[src/sv/stb_pkg.sv]
package stb_pkg;

  // Request kinds on the input channel
  typedef enum logic [1:0] {
    OP_TICK    = 2'd0,
    OP_ALLOC   = 2'd1,
    OP_START   = 2'd2,
    OP_DESTROY = 2'd3
  } op_t;

  // Result codes on the output channel
  typedef enum logic [2:0] {
    EV_NONE       = 3'd0,
    EV_ALLOC_OK   = 3'd1,
    EV_ALLOC_FAIL = 3'd2,
    EV_FIRED      = 3'd3,
    EV_WATCHDOG   = 3'd4
  } event_t;

  // Configuration register indexes
  typedef enum logic [0:0] {
    REG_TICK_PERIOD = 1'b0,
    REG_WD_INTERVAL = 1'b1
  } cfg_reg_t;

  localparam int TICK_W   = 10;
  localparam int WDI_W    = 16;
  localparam int MS_W     = 11;
  localparam int WDC_W    = 17;
  localparam int SEC_W    = 32;
  localparam int SLOT_W   = 3;
  localparam int CFG_IW   = 1;

  localparam logic [MS_W-1:0]   MS_PER_SECOND     = 11'd1000;
  localparam logic [TICK_W-1:0] RESET_TICK_PERIOD = 10'd10;
  localparam logic [WDI_W-1:0]  RESET_WD_INTERVAL = 16'd2000;

  // Configuration seen by the back end
  typedef struct packed {
    logic [TICK_W-1:0] tick_period;
    logic [WDI_W-1:0]  wd_interval;
  } cfg_t;

  // Classified request held in the front queue
  typedef struct packed {
    op_t              op;
    logic [SLOT_W-1:0] slot;
    logic             slot_ok;
    logic [SEC_W-1:0] period;
    logic             one_shot;
  } cmd_t;

endpackage

[src/sv/software_timer_bank_unit.sv]
// Channel  | Direction | Handshake        | Payload
// ---------+-----------+------------------+---------------------------------------------
// in_      | input     | in_valid/stall   | kind, slot, period_seconds, one_shot
// out_     | output    | out_valid/stall  | event_res, event_slot, last
// cfg_     | input     | cfg_valid/ready  | index (0 tick period, 1 watchdog), data
//
// A request enters a two-entry queue, and the back end takes it from there when idle.
// A tick that rolls over a second runs a scan that reads one slot per cycle from the
// period/start memories unless output stall holds it; allocate walks the slots for the
// lowest free one, while other ticks, start and destroy need no scan.
// Synchronous active-low reset clears all slots and counters; no clearing pass is needed.
// Output stall holds the scan only when a slot fires while a result is pending.
module software_timer_bank_unit import stb_pkg::*; #(
  parameter int NUM_TIMERS = 8
) (
  input  logic              clk,
  input  logic              rst_n,
  input  logic              in_valid,
  output logic              in_stall,
  input  logic [1:0]        in_kind,
  input  logic [SLOT_W-1:0] in_slot,
  input  logic [SEC_W-1:0]  in_period_seconds,
  input  logic              in_one_shot,
  output logic              out_valid,
  input  logic              out_stall,
  output logic [2:0]        out_event_res,
  output logic [SLOT_W-1:0] out_event_slot,
  output logic              out_last,
  input  logic              cfg_valid,
  output logic              cfg_ready,
  input  logic [CFG_IW-1:0] cfg_index,
  input  logic [WDI_W-1:0]  cfg_data
);

  cfg_t cfg_r;
  logic q_valid;
  cmd_t q_cmd;
  logic q_pop;

  assign cfg_ready = 1'b1;

  // Configuration registers
  always_ff @(posedge clk) begin
    if (!rst_n) begin
      cfg_r.tick_period <= RESET_TICK_PERIOD;
      cfg_r.wd_interval <= RESET_WD_INTERVAL;
    end else if (cfg_valid && cfg_ready) begin
      unique case (cfg_reg_t'(cfg_index))
        REG_TICK_PERIOD: cfg_r.tick_period <= cfg_data[TICK_W-1:0];
        REG_WD_INTERVAL: cfg_r.wd_interval <= cfg_data;
      endcase
    end
  end

  stb_front #(
    .NUM_TIMERS (NUM_TIMERS)
  ) u_front (
    .clk               (clk),
    .rst_n             (rst_n),
    .in_valid          (in_valid),
    .in_stall          (in_stall),
    .in_kind           (in_kind),
    .in_slot           (in_slot),
    .in_period_seconds (in_period_seconds),
    .in_one_shot       (in_one_shot),
    .q_valid           (q_valid),
    .q_cmd             (q_cmd),
    .q_pop             (q_pop)
  );

  stb_back #(
    .NUM_TIMERS (NUM_TIMERS)
  ) u_back (
    .clk            (clk),
    .rst_n          (rst_n),
    .cfg            (cfg_r),
    .q_valid        (q_valid),
    .q_cmd          (q_cmd),
    .q_pop          (q_pop),
    .out_valid      (out_valid),
    .out_stall      (out_stall),
    .out_event_res  (out_event_res),
    .out_event_slot (out_event_slot),
    .out_last       (out_last)
  );

endmodule

[src/sv/stb_front.sv]
module stb_front import stb_pkg::*; #(
  parameter int NUM_TIMERS = 8
) (
  input  logic              clk,
  input  logic              rst_n,
  input  logic              in_valid,
  output logic              in_stall,
  input  logic [1:0]        in_kind,
  input  logic [SLOT_W-1:0] in_slot,
  input  logic [SEC_W-1:0]  in_period_seconds,
  input  logic              in_one_shot,
  output logic              q_valid,
  output cmd_t              q_cmd,
  input  logic              q_pop
);

  cmd_t       q_mem_r [2];
  logic       wr_ptr_r;
  logic       rd_ptr_r;
  logic [1:0] count_r;
  logic       push;
  cmd_t       cmd_in;

  // Classify the request
  always_comb begin
    cmd_in.op       = op_t'(in_kind);
    cmd_in.slot     = in_slot;
    cmd_in.slot_ok  = (32'(in_slot) < NUM_TIMERS);
    cmd_in.period   = in_period_seconds;
    cmd_in.one_shot = in_one_shot;
  end

  assign in_stall = (count_r == 2'd2);
  assign push     = in_valid && !in_stall;
  assign q_valid  = (count_r != 2'd0);
  assign q_cmd    = q_mem_r[rd_ptr_r];

  // Two-entry queue toward the back end
  always_ff @(posedge clk) begin
    if (!rst_n) begin
      wr_ptr_r <= 1'b0;
      rd_ptr_r <= 1'b0;
      count_r  <= 2'd0;
    end else begin
      if (push) begin
        q_mem_r[wr_ptr_r] <= cmd_in;
        wr_ptr_r          <= !wr_ptr_r;
      end
      if (q_pop) begin
        rd_ptr_r <= !rd_ptr_r;
      end
      count_r <= count_r + 2'(push) - 2'(q_pop);
    end
  end

endmodule

[src/sv/stb_back.sv]
module stb_back import stb_pkg::*; #(
  parameter int NUM_TIMERS = 8
) (
  input  logic              clk,
  input  logic              rst_n,
  input  cfg_t              cfg,
  input  logic              q_valid,
  input  cmd_t              q_cmd,
  output logic              q_pop,
  output logic              out_valid,
  input  logic              out_stall,
  output logic [2:0]        out_event_res,
  output logic [SLOT_W-1:0] out_event_slot,
  output logic              out_last
);

  localparam int IDX_W = (NUM_TIMERS > 1) ? $clog2(NUM_TIMERS) : 1;
  localparam logic [IDX_W-1:0] LAST_IDX = IDX_W'(NUM_TIMERS - 1);

  typedef enum logic [2:0] {
    ST_IDLE,
    ST_SCAN,
    ST_ALLOC,
    ST_WDOG,
    ST_FINISH
  } state_t;

  state_t              state_r;
  logic [MS_W-1:0]     millis_r;
  logic [SEC_W-1:0]    seconds_r;
  logic [WDC_W-1:0]    wd_count_r;
  logic                wd_fire_r;
  logic [NUM_TIMERS-1:0] alloc_r;
  logic [NUM_TIMERS-1:0] en_r;
  logic [NUM_TIMERS-1:0] os_r;

  // Per-slot period and start time, valid only while the slot is enabled
  logic [SEC_W-1:0]    period_mem [NUM_TIMERS];
  logic [SEC_W-1:0]    start_mem  [NUM_TIMERS];
  logic [SEC_W-1:0]    period_q_r;
  logic [SEC_W-1:0]    start_q_r;

  // Scan pipeline: read stage and compare stage
  logic [IDX_W-1:0]    rd_idx_r;
  logic                rd_live_r;
  logic [IDX_W-1:0]    cmp_idx_r;
  logic                cmp_valid_r;

  // One result held back so that the final one can carry last
  logic                pend_valid_r;
  event_t              pend_res_r;
  logic [SLOT_W-1:0]   pend_slot_r;

  logic                out_valid_r;
  event_t              out_res_r;
  logic [SLOT_W-1:0]   out_slot_r;
  logic                out_last_r;

  logic                out_free;
  logic                out_load;
  logic                fire;
  logic                advance;
  logic                mem_rd_en;
  logic [IDX_W-1:0]    sidx;
  logic                start_ok;
  logic                pd_we;
  logic                st_we;
  logic [IDX_W-1:0]    st_waddr;
  logic [MS_W-1:0]     ms_sum;
  logic [WDC_W-1:0]    wd_sum;

  assign out_free  = !out_valid_r || !out_stall;
  assign fire      = cmp_valid_r && en_r[cmp_idx_r] &&
                     ((seconds_r - start_q_r) > period_q_r);
  assign advance   = !(fire && pend_valid_r && !out_free);
  assign mem_rd_en = (state_r == ST_SCAN) && advance && rd_live_r;
  assign q_pop     = (state_r == ST_IDLE) && q_valid;
  assign sidx      = IDX_W'(q_cmd.slot);
  assign start_ok  = q_cmd.slot_ok && alloc_r[sidx];
  assign ms_sum    = millis_r + MS_W'(cfg.tick_period);
  assign wd_sum    = wd_count_r + WDC_W'(cfg.tick_period);

  // Output register loads a new result this cycle
  assign out_load  = ((state_r == ST_SCAN) && advance && fire && pend_valid_r) ||
                     ((state_r == ST_WDOG) && wd_fire_r && pend_valid_r && out_free) ||
                     ((state_r == ST_FINISH) && out_free);

  // Memory write selection: start request or a firing slot
  assign pd_we    = q_pop && (q_cmd.op == OP_START) && start_ok;
  assign st_we    = pd_we || ((state_r == ST_SCAN) && advance && fire);
  assign st_waddr = pd_we ? sidx : cmp_idx_r;

  always_ff @(posedge clk) begin
    if (pd_we) begin
      period_mem[sidx] <= q_cmd.period;
    end
    if (mem_rd_en) begin
      period_q_r <= period_mem[rd_idx_r];
    end
  end

  always_ff @(posedge clk) begin
    if (st_we) begin
      start_mem[st_waddr] <= seconds_r;
    end
    if (mem_rd_en) begin
      start_q_r <= start_mem[rd_idx_r];
    end
  end

  // Sequencer, timer state and output register
  always_ff @(posedge clk) begin
    if (!rst_n) begin
      state_r      <= ST_IDLE;
      millis_r     <= '0;
      seconds_r    <= '0;
      wd_count_r   <= '0;
      wd_fire_r    <= 1'b0;
      alloc_r      <= '0;
      en_r         <= '0;
      os_r         <= '0;
      rd_live_r    <= 1'b0;
      cmp_valid_r  <= 1'b0;
      pend_valid_r <= 1'b0;
      out_valid_r  <= 1'b0;
    end else begin
      if (out_valid_r && !out_stall && !out_load) begin
        out_valid_r <= 1'b0;
      end
      unique case (state_r)
        ST_IDLE: begin
          if (q_valid) begin
            unique case (q_cmd.op)
              OP_TICK: begin
                if (wd_sum > WDC_W'(cfg.wd_interval)) begin
                  wd_count_r <= '0;
                  wd_fire_r  <= 1'b1;
                end else begin
                  wd_count_r <= wd_sum;
                  wd_fire_r  <= 1'b0;
                end
                if (ms_sum >= MS_PER_SECOND) begin
                  millis_r    <= '0;
                  seconds_r   <= seconds_r + SEC_W'(1);
                  rd_idx_r    <= '0;
                  rd_live_r   <= 1'b1;
                  cmp_valid_r <= 1'b0;
                  state_r     <= ST_SCAN;
                end else begin
                  millis_r <= ms_sum;
                  state_r  <= ST_WDOG;
                end
              end
              OP_ALLOC: begin
                rd_idx_r <= '0;
                state_r  <= ST_ALLOC;
              end
              OP_START: begin
                if (start_ok) begin
                  en_r[sidx] <= 1'b1;
                  os_r[sidx] <= q_cmd.one_shot;
                end
                state_r <= ST_FINISH;
              end
              OP_DESTROY: begin
                if (q_cmd.slot_ok) begin
                  alloc_r[sidx] <= 1'b0;
                  en_r[sidx]    <= 1'b0;
                  os_r[sidx]    <= 1'b0;
                end
                state_r <= ST_FINISH;
              end
            endcase
          end
        end
        ST_SCAN: begin
          if (advance) begin
            if (fire) begin
              if (pend_valid_r) begin
                out_valid_r <= 1'b1;
                out_res_r   <= pend_res_r;
                out_slot_r  <= pend_slot_r;
                out_last_r  <= 1'b0;
              end
              pend_valid_r <= 1'b1;
              pend_res_r   <= EV_FIRED;
              pend_slot_r  <= SLOT_W'(cmp_idx_r);
              if (os_r[cmp_idx_r]) begin
                en_r[cmp_idx_r] <= 1'b0;
              end
            end
            cmp_valid_r <= rd_live_r;
            cmp_idx_r   <= rd_idx_r;
            if (rd_live_r && (rd_idx_r != LAST_IDX)) begin
              rd_idx_r <= rd_idx_r + IDX_W'(1);
            end else begin
              rd_live_r <= 1'b0;
            end
            if (!rd_live_r) begin
              state_r <= ST_WDOG;
            end
          end
        end
        ST_ALLOC: begin
          // Walk the slots for the lowest free one
          if (!alloc_r[rd_idx_r]) begin
            alloc_r[rd_idx_r] <= 1'b1;
            pend_valid_r      <= 1'b1;
            pend_res_r        <= EV_ALLOC_OK;
            pend_slot_r       <= SLOT_W'(rd_idx_r);
            state_r           <= ST_FINISH;
          end else if (rd_idx_r == LAST_IDX) begin
            pend_valid_r <= 1'b1;
            pend_res_r   <= EV_ALLOC_FAIL;
            pend_slot_r  <= '0;
            state_r      <= ST_FINISH;
          end else begin
            rd_idx_r <= rd_idx_r + IDX_W'(1);
          end
        end
        ST_WDOG: begin
          if (!wd_fire_r) begin
            state_r <= ST_FINISH;
          end else if (!pend_valid_r || out_free) begin
            if (pend_valid_r) begin
              out_valid_r <= 1'b1;
              out_res_r   <= pend_res_r;
              out_slot_r  <= pend_slot_r;
              out_last_r  <= 1'b0;
            end
            pend_valid_r <= 1'b1;
            pend_res_r   <= EV_WATCHDOG;
            pend_slot_r  <= '0;
            state_r      <= ST_FINISH;
          end
        end
        ST_FINISH: begin
          if (out_free) begin
            out_valid_r  <= 1'b1;
            out_res_r    <= pend_valid_r ? pend_res_r : EV_NONE;
            out_slot_r   <= pend_valid_r ? pend_slot_r : '0;
            out_last_r   <= 1'b1;
            pend_valid_r <= 1'b0;
            state_r      <= ST_IDLE;
          end
        end
        default: begin
          state_r <= ST_IDLE;
        end
      endcase
    end
  end

  assign out_valid      = out_valid_r;
  assign out_event_res  = out_res_r;
  assign out_event_slot = out_slot_r;
  assign out_last       = out_last_r;

endmodule

[config.mk]
export PLATFORM = sky130hd
export DESIGN_NAME = software_timer_bank_unit
export DESIGN_NICKNAME = d
export VERILOG_FILES = /design/src/sv/stb_pkg.sv /design/src/sv/software_timer_bank_unit.sv /design/src/sv/stb_front.sv /design/src/sv/stb_back.sv
export SDC_FILE = /design/constraint.sdc
export NUM_CORES = 1
export LEC_CHECK = 0
export BUFFER_PORTS_ARGS = -buffer_cell sky130_fd_sc_hd__buf_4
export CAP_MARGIN = 20
export CELL_PAD_IN_SITES_DETAIL_PLACEMENT = 1
export CELL_PAD_IN_SITES_GLOBAL_PLACEMENT = 2
export CORE_ASPECT_RATIO = 0.5
export CORE_MARGIN = 2
export CORE_UTILIZATION = 47
export DETAILED_ROUTE_END_ITERATION = 8
export GPL_TIMING_DRIVEN = 0
export PLACE_DENSITY = 0.84
export SLEW_MARGIN = 20
export SYNTH_ARGS = -nofsm -noshare
export SYNTH_HDL_FRONTEND = slang
export SYNTH_SLANG_ARGS = --single-unit
[constraint.sdc]
create_clock -name clk -period 8.33 [get_ports clk]
set_clock_uncertainty 0.15 [all_clocks]
set_input_delay 0.833 -clock clk [delete_from_list [all_inputs] [get_ports clk]]
set_output_delay 0.833 -clock clk [all_outputs]
set_load 0.02 [all_outputs]
==> results.md, run 1 <==
* # IOs at 70
* Ys async rst share at 0%
* DP Area at 36,840 sq um
* NumNets Final at 2,626
* Required @ worst endpoint at around 8600 ps
* R2R depth at 21
* EDFF count, synth at 671
* Hold_buf cts at 0
* Crit path max fanout at 17
* CP Data Arrival Time at 7780 ps
* HP Start: in_period_seconds[4]
* Die ar. at roughly 76,000 sq um
* Synth area leaders: edfxtp_1 58%, mux4_2 8.5%, dfxtp_1 7.1%
* Post-CTS Setup Bufs at 0
* Sequential area share after synthesis at 65.52%
* Mean post-synth cell area at 15.02 sq um
* Worst-Margin Slew at approximately 1100 ps
* Final slew viol count at 0
* Placer Congestion at 0.8492
* Drt pass-1 iters at 6
* Setup TNS at 0 ps
* WS Path Type: flip-flop to flip-flop
* Antenna-violating nets left at 0
* Leak pwr at 13.74 nW
* Share of the synthesized area in the top cell type at 58.38%
* Pwr dens at ~240 nW/um^2
* Hold Path Cell Cnt at 1
* Crit start category: flip-flop
* Residual DRC at 0
* Yosys top cell by area: edfxtp_1
* Number of buffers created by CTS at 72
* Sink Count at 794
* CP cell instances: inv_1 -> ha_1 -> inv_1 -> fa_1 -> a211oi_1 -> o21ai_0 -> nand3_1 -> a21oi_1 -> o311ai_1 -> a211oi_2 -> mux2i_1 -> or4_1 -> ha_1 -> nor2b_1 -> o21ai_0 -> nand2b_1 -> a211oi_2 -> nor3_1 -> a32oi_1 -> nor2_4 -> buf_16
* Clock root cell: clkbuf_16
* Reg-to-Reg End: u_back.start_mem[4][9]$_DFFE_PP_
* Initial antenna violation count at 2
* Filler cells at 6,995
* Worst r2r src: u_back.seconds_r[0]$_SDFFE_PN0P_
* Fraction of layout cells with a size suffix above 1 at about a fifth
* Min cycle time layout at between 7000 and 8000 ps
* Routed vias at 20,810
* Sequential cell area at around 23,000 sq um
* Max Cap Viol at 0
* Fin cells at 3,488
* Die H at 195.6 microns
* Port-buffer cells at about 70
* Max incr delay on CP at about 950 ps
* Largest net degree at the start of global routing at 48
* Placed cell count at 3,356
* WHS at 230.9 ps
* Most frequent cells in the layout: 671 x edfxtp_1, 146 x nand2_1, 130 x mux4_2
* Fin worst setup slack at ~780 ps
* Worst skew pair latency at about 650 ps
* Via density at 5.965
* Detailed Route WL at 91.60 mm
* Core Footprint at 72,870 sq um
* Final instance area at 39,120 sq um
* CTS tree: yes
* CTS max path bufs at 3
* Crit. End Element: flip-flop
* Top_reg_cell synth: edfxtp_1
* Fin crit share at 90.68%
* Crit path buffers/inverters at 3
* Gate Count Post-Synth at about 2,300
* Max frequency at 0.1324 GHz
* Post-Syn Area at 34,510 sq um
* Peak VDD IR at around 0.00012 V
* Initial core utilization at a little under half
* Global route overflow at 0
* Delay-heaviest family, CP: compound AO/OA/AOI/OAI gates
* Resized cells post-CTS at 0
* Most common cell after layout, fill and taps aside: edfxtp_1
* Slew margin rel. at about a quarter
* Routed WL per cell at around 26 microns
* Vias in the first global route at 22,120
* Status: completed
* All-Layer GR Usage at 24.44%
* Final Hold Fails at 0
* Die width at approximately 390 microns
* Flops & latches, synth at 794
* RSZ-0062 raised after global routing: no
* First-pass GRT wire length at ~140 mm
* DP Worst Slack at a little over 1000 ps
* CTS clk-pin slew, worst paths at 70 ps
* Syn Nets at 2,464
* H-Tree Depth at 3
* Area of the multi-input gates at 11,240 sq um
* HPWL after detailed placement at 64.77 mm
* Synth warn at 0
* Worst Hold Class: input port to flip-flop
* Register-to-register setup slack at 780 ps
* Distinct cells, synth at 81
* Final setup fails at 0
* Initial drt markers at 2,050
* Hold EP: u_front.q_mem_r[0][5]$_DFFE_PP_
* CP max-delay cell: a32oi_1
* Area growth, synth to finish at 13.35%
* # rows at 70
## sequential cells by signal (all words and copies together), names as in the netlist, 8 cells and up, named ones only
register and count:
u_back.millis_r 11, cfg_r 26, u_back.os_r 8, u_back.start_q_r 32, u_back.period_mem 256, u_back.start_mem 256, u_back.alloc_r 8, u_back.seconds_r 32
u_back.period_q_r 32, u_back.wd_count_r 17, u_front.q_mem_r 76
## synthesized netlist by cell type (15+ instances only)
library cell / number
nor2_1: 108
a22oi_1: 15
o211ai_1: 19
buf_1: 22
ha_1: 104
nor3_1: 26
mux4_2: 130
dfxtp_1: 123
o21ai_0: 73
a31oi_1: 18
nand2b_1: 37
nand4_1: 35
nand2_1: 146
nand3_1: 51
edfxtp_1: 671
xor2_1: 17
inv_1: 111
xnor2_1: 30
mux2i_1: 37
a21o_1: 16
nor2b_1: 18
clkbuf_1: 64
a21oi_1: 123
mux2_2: 104
## worst reg2reg max path, cell delays in order, from the launching register on
cell      delay [ps]
dfxtp_1          450
inv_1            140
ha_1             180
inv_1             70
fa_1             490
a211oi_1         320
o21ai_0          230
nand3_1          230
a21oi_1          170
o311ai_1         590
a211oi_2         240
mux2i_1          160
or4_1            590
ha_1             350
nor2b_1          150
o21ai_0          180
nand2b_1          90
a211oi_2         720
nor3_1           160
a32oi_1          950
nor2_4           360
buf_16           290
## where the power goes
part	leakage, nW	internal [W]	switching, W
Sequential	7.47	0.00450	0.0000503
Combinational	5.18	0.000630	0.000964
Clock	1.09	0.00181	0.00148
Total	13.7	0.00694	0.00249
## stage by stage
| stage | power [W] | utilization [%] |
|---|---|---|
| 3_5_place_dp | 0.006223 | 50.56 |
| 5_1_grt | 0.009744 | 53.68 |
| 2_1_floorplan | 0.005680 | - |
| 4_1_cts | 0.009465 | 53.64 |
| 6_report | 0.009427 | 53.68 |
| 3_3_place_gp | 0.006143 | 49.73 |
## how the worst max path moves through the flow
stage	end	from	depth (start not counted)	slack [ps]
after floorplan	u_back.start_mem[4][0]$_DFFE_PP_	u_back.seconds_r[0]$_SDFFE_PN0P_	20	2120
after global placement	u_back.start_mem[4][15]$_DFFE_PP_	u_back.seconds_r[0]$_SDFFE_PN0P_	19	-760
after detailed placement	u_back.start_mem[1][14]$_DFFE_PP_	u_back.seconds_r[0]$_SDFFE_PN0P_	21	1030
after CTS	u_back.start_mem[4][9]$_DFFE_PP_	u_back.seconds_r[0]$_SDFFE_PN0P_	21	950
after global routing	u_back.start_mem[4][8]$_DFFE_PP_	u_back.seconds_r[0]$_SDFFE_PN0P_	21	550
final	u_back.start_mem[4][9]$_DFFE_PP_	u_back.seconds_r[0]$_SDFFE_PN0P_	21	780
## final cells by class
| cell class | instances | area share (%) |
|---|---|---|
| inverter | 112 | 1.081 |
| buffer | 96 | 1.036 |
| clock buffer | 107 | 5.153 |
| clock inverter | 23 | 0.5885 |
| multi-input combinational | 1295 | 28.73 |
| timing repair buffer | 88 | 2.498 |
| sequential | 794 | 57.80 |
| tap | 972 | 3.109 |
| antenna | 1 | 0.006397 |
## cells by family after synthesis
kind of cell / share of synthesized area (%)
and+or+nand+nor: 7.273
other: 0.01087
DFF: 65.52
buffers and inverters: 2.367
xor gates and xnor gates: 1.193
muxes: 12.95
AOI/OAI and AO/OA: 6.743
adders and majority gates: 3.944
## routing by layer
metal  track usage [%]  share of wire (%)
met3             4.447                6.3
met5                 0                  0
met2             39.13                 47
met1             34.75                 45
met4             6.279                2.0
Power figures use the tool's default switching activity.
==> run 2, diff against run 1 <==
CORE_UTILIZATION = 45   (was 47)
PLACE_DENSITY = 0.83   (was 0.84)
SYNTH_HIERARCHICAL = 1   (was unset)
==> run 2 against run 1 <==
  * Count of clock-buffer cells in the layout fell by 15
  * Sequential power barely moved
  * Register-to-register slack got worse by 290 ps
  * Routed wire length rose by 14%
  * Clock power rose by 3%
  * Synthesized cell count rose by 4.8%
  * Flip-flop and latch count did not move
  * Critical path type unchanged
  * Highest routed layer unchanged
==> results.md, run 2 <==
* Status: completed (unchanged)
* Setup TNS at 0 ps (unchanged)
* Post-layout util at 52.30% (was 53.68%)
* Most common cell after layout, fill and taps aside: edfxtp_1 (unchanged)
* Detailed Route WL at 104.5 mm (was 91.60 mm)
* Vias in the first global route at 23,130 (was 22,120)
* Min cycle time layout at 7845 ps (was 7554 ps)
* DP Area at 35,820 sq um (was 36,840 sq um)
* Crit path max fanout at 12 (was 17)
* Synth top cells by count: 671 x edfxtp_1, 258 x a22oi_1, 132 x inv_1 (was 671 x edfxtp_1, 146 x nand2_1, 130 x mux4_2)
* Fin worst setup slack at 484.7 ps (was 776.4 ps)
* Placer Congestion at 0.8949 (was 0.8492)
* Share of the synthesized area in the top cell type at 60.53% (was 58.38%)
* Sequential area share after synthesis at 67.92% (was 65.52%)
* Initial antenna violation count at 2 (unchanged)
* Most frequent cells in the layout: 671 x edfxtp_1, 257 x a22oi_1, 132 x inv_1 (was 671 x edfxtp_1, 146 x nand2_1, 130 x mux4_2)
* Die H at 196.3 microns (was 195.6 microns)
* Final Hold Fails at 0 (unchanged)
* NumNets Final at 2,747 (was 2,626)
* Residual DRC at 0 (unchanged)
* WS Path Type: flip-flop to flip-flop (unchanged)
* Number of buffers created by CTS at 72 (unchanged)
* Peak VDD IR at 0.0001542 V (was 0.0001247 V)
* Required @ worst endpoint at 8580 ps (was 8550 ps)
* Initial drt markers at 2,608 (was 2,050)
* CP Data Arrival Time at 8100 ps (was 7780 ps)
* Syn Nets at 2,574 (was 2,464)
* Clock root cell: clkbuf_16 (unchanged)
* Top_reg_cell synth: edfxtp_1 (unchanged)
* Count leader, synth: edfxtp_1 (unchanged)
* Pwr dens at 247.2 nW/um^2 (was 241.0 nW/um^2)
* Slew margin rel. at 17.80% (was 25.07%)
* Routed vias at 22,350 (was 20,810)
* Fin crit share at 94.18% (was 90.68%)
* Synth area leaders: edfxtp_1 61%, dfxtp_1 7.4%, a22oi_1 5.8% (was edfxtp_1 58%, mux4_2 8.5%, dfxtp_1 7.1%)
* Worst-Margin Slew at 1233 ps (was 1124 ps)
* Placed cell count at 3,475 (was 3,356)
* Fraction of layout cells with a size suffix above 1 at 11.77% (was 18.73%)
* Die ar. at 76,300 sq um (was 75,740 sq um)
* Sink Count at 794 (unchanged)
* Via density at 6.200 (was 5.965)
* Distinct cells, synth at 80 (was 81)
* ANT cells at 0 (was 1)
* CTS max path bufs at 3 (unchanged)
* Final instance area at 38,250 sq um (was 39,120 sq um)
* First-pass GRT wire length at 153.0 mm (was 137.9 mm)
* DP Worst Slack at -367.0 ps (was 1028 ps)
* Antenna-violating nets left at 0 (unchanged)
* Port-buffer cells at 67 (was 68)
* Global route overflow at 0 (unchanged)
* Sequential cell area at 22,610 sq um (unchanged)
* CTS clk-pin slew, worst paths at 70 ps (about the same)
* Crit. End Element: flip-flop (unchanged)
* # IOs at 70 (unchanged)
* Worst Hold Class: input port to flip-flop (unchanged)
* HPWL after detailed placement at 70.57 mm (was 64.77 mm)
* Largest registers: u_back/period_mem: 256 flops, u_back/start_mem: 256 flops, u_front/q_mem_r: 76 flops (was u_back.period_mem: 256 flops, u_back.start_mem: 256 flops, u_front.q_mem_r: 76 flops)
* Yosys top cell by area: edfxtp_1 (unchanged)
* Filler cells at 7,139 (was 6,995)
* Drt pass-1 iters at 6 (unchanged)
* Synth warn at 6 (was 0)
* Area of the multi-input gates at 9911 sq um (was 11,240 sq um)
* Core Footprint at 73,130 sq um (was 72,870 sq um)
* Fin cells at 3,605 (was 3,488)
* Mean post-synth cell area at 13.83 sq um (was 15.02 sq um)
* Ys async rst share at 0% (unchanged)
* H-Tree Depth at 3 (unchanged)
* RSZ-0062 raised after global routing: no (unchanged)
* EDFF count, synth at 671 (unchanged)
* Hold_buf cts at 0 (unchanged)
* Max Cap Viol at 0 (unchanged)
* Worst skew pair latency at 660 ps (was 650 ps)
* Final setup fails at 0 (unchanged)
* Largest net degree at the start of global routing at 43 (was 48)
* Die width at 388.7 microns (was 387.2 microns)
* Routed WL per cell at 29.00 microns (was 26.26 microns)
* Area growth, synth to finish at 14.88% (was 13.35%)
* Post-Syn Area at 33,290 sq um (was 34,510 sq um)
* # rows at 70 (unchanged)
* All-Layer GR Usage at 27.45% (was 24.44%)
* Gate Count Post-Synth at 2,407 (was 2,297)
* Final slew viol count at 0 (unchanged)
* CTS tree: yes (unchanged)
* Initial core utilization at 45.52% (was 47.36%)
* Flops & latches, synth at 794 (unchanged)
* Max frequency at 0.1275 GHz (was 0.1324 GHz)
* Leak pwr at 13.40 nW (was 13.74 nW)
* Crit start category: flip-flop (unchanged)
run 2: worst paths after layout:
path,start,endpoint,slack (ps),depth (start not counted)
worst min register to register,cfg_r[11]$_SDFFE_PN0P_,cfg_r[11]$_SDFFE_PN0P_,300,2
worst max register to register,u_back/seconds_r[0]$_SDFFE_PN0P_,u_back/start_mem[3][14]$_DFFE_PP_,480,25
worst min-delay path,in_period_seconds[21],u_front/q_mem_r[1][22]$_DFFE_PP_,210,1
worst max-delay path,u_back/seconds_r[0]$_SDFFE_PN0P_,u_back/start_mem[3][14]$_DFFE_PP_,480,25
run 2: cell type report:
| class | instances | share of cell area (%) |
|---|---|---|
| multi-input cells | 1371 | 25.91 |
| well taps | 972 | 3.180 |
| inverters | 133 | 1.305 |
| plain buffers | 109 | 1.246 |
| repair buffers | 99 | 3.150 |
| flip-flops and latches | 794 | 59.12 |
| clock inverters | 35 | 1.067 |
| clock buffers | 92 | 5.015 |
run 2: metal layers:
layer  GRT usage, %  vias up  routed length [microns]
li1               -     9718                        -
met1          36.15    11430                    42420
met2          44.74     1016                    49040
met3          7.029      183                    10240
met4          8.604        0                     2848
met5              0        -                        0
run 2: stage by stage:
step	total power [W]	hold slack, ps
after floorplan	0.005478	278.4
after global placement	0.006055	290.8
after detailed placement	0.006126	292.3
after CTS	0.009481	175.7
after global routing	0.009744	188.6
final	0.009454	206.1
run 2: worst max-delay path, stage by stage, from the launching register on:
cell and delay [ps]:
dfxtp_1 460, inv_1 120, ha_1 190, inv_1 70, fa_1 450, a211o_1 280
o211ai_1 130, a31oi_1 280, a211o_1 470, a41oi_2 460, o21ai_0 230, o21a_1 210
nor2_1 120, xnor2_1 120, ha_1 350, nand3_1 110, nor4_2 490, and2_1 560
a221oi_4 190, a21boi_0 220, a31oi_2 580, nor3_2 190, a22oi_2 470, nor2_4 240
buf_16 230, buf_16 170
run 2: logic make-up (layout without fill, tap and decap cells):
logic type | count (synthesis) | after routing | share of synthesized area [%]
AOI/OAI and AO/OA | 626 | 626 | 13.14
xor gates and xnor gates | 54 | 54 | 1.421
adders and majority gates | 107 | 107 | 4.089
buffers and inverters | 242 | 468 | 2.901
DFF | 794 | 794 | 67.92
muxes | 72 | 72 | 2.590
other | 2 | 2 | 0.02256
and+or+nand+nor | 510 | 510 | 7.919
run 2: timing repair:
item / CTS / global route
buffers inserted: 2 / 0
resized for setup: 5 / 5
pin swaps: 1 / 0
setup endpoints to repair: 255 / 266
run 2: report_power, final:
part           internal [W]  switching [W]  total [W]
Clock               0.00184        0.00154    0.00338
Sequential          0.00449      0.0000508    0.00455
Combinational      0.000459        0.00107    0.00153
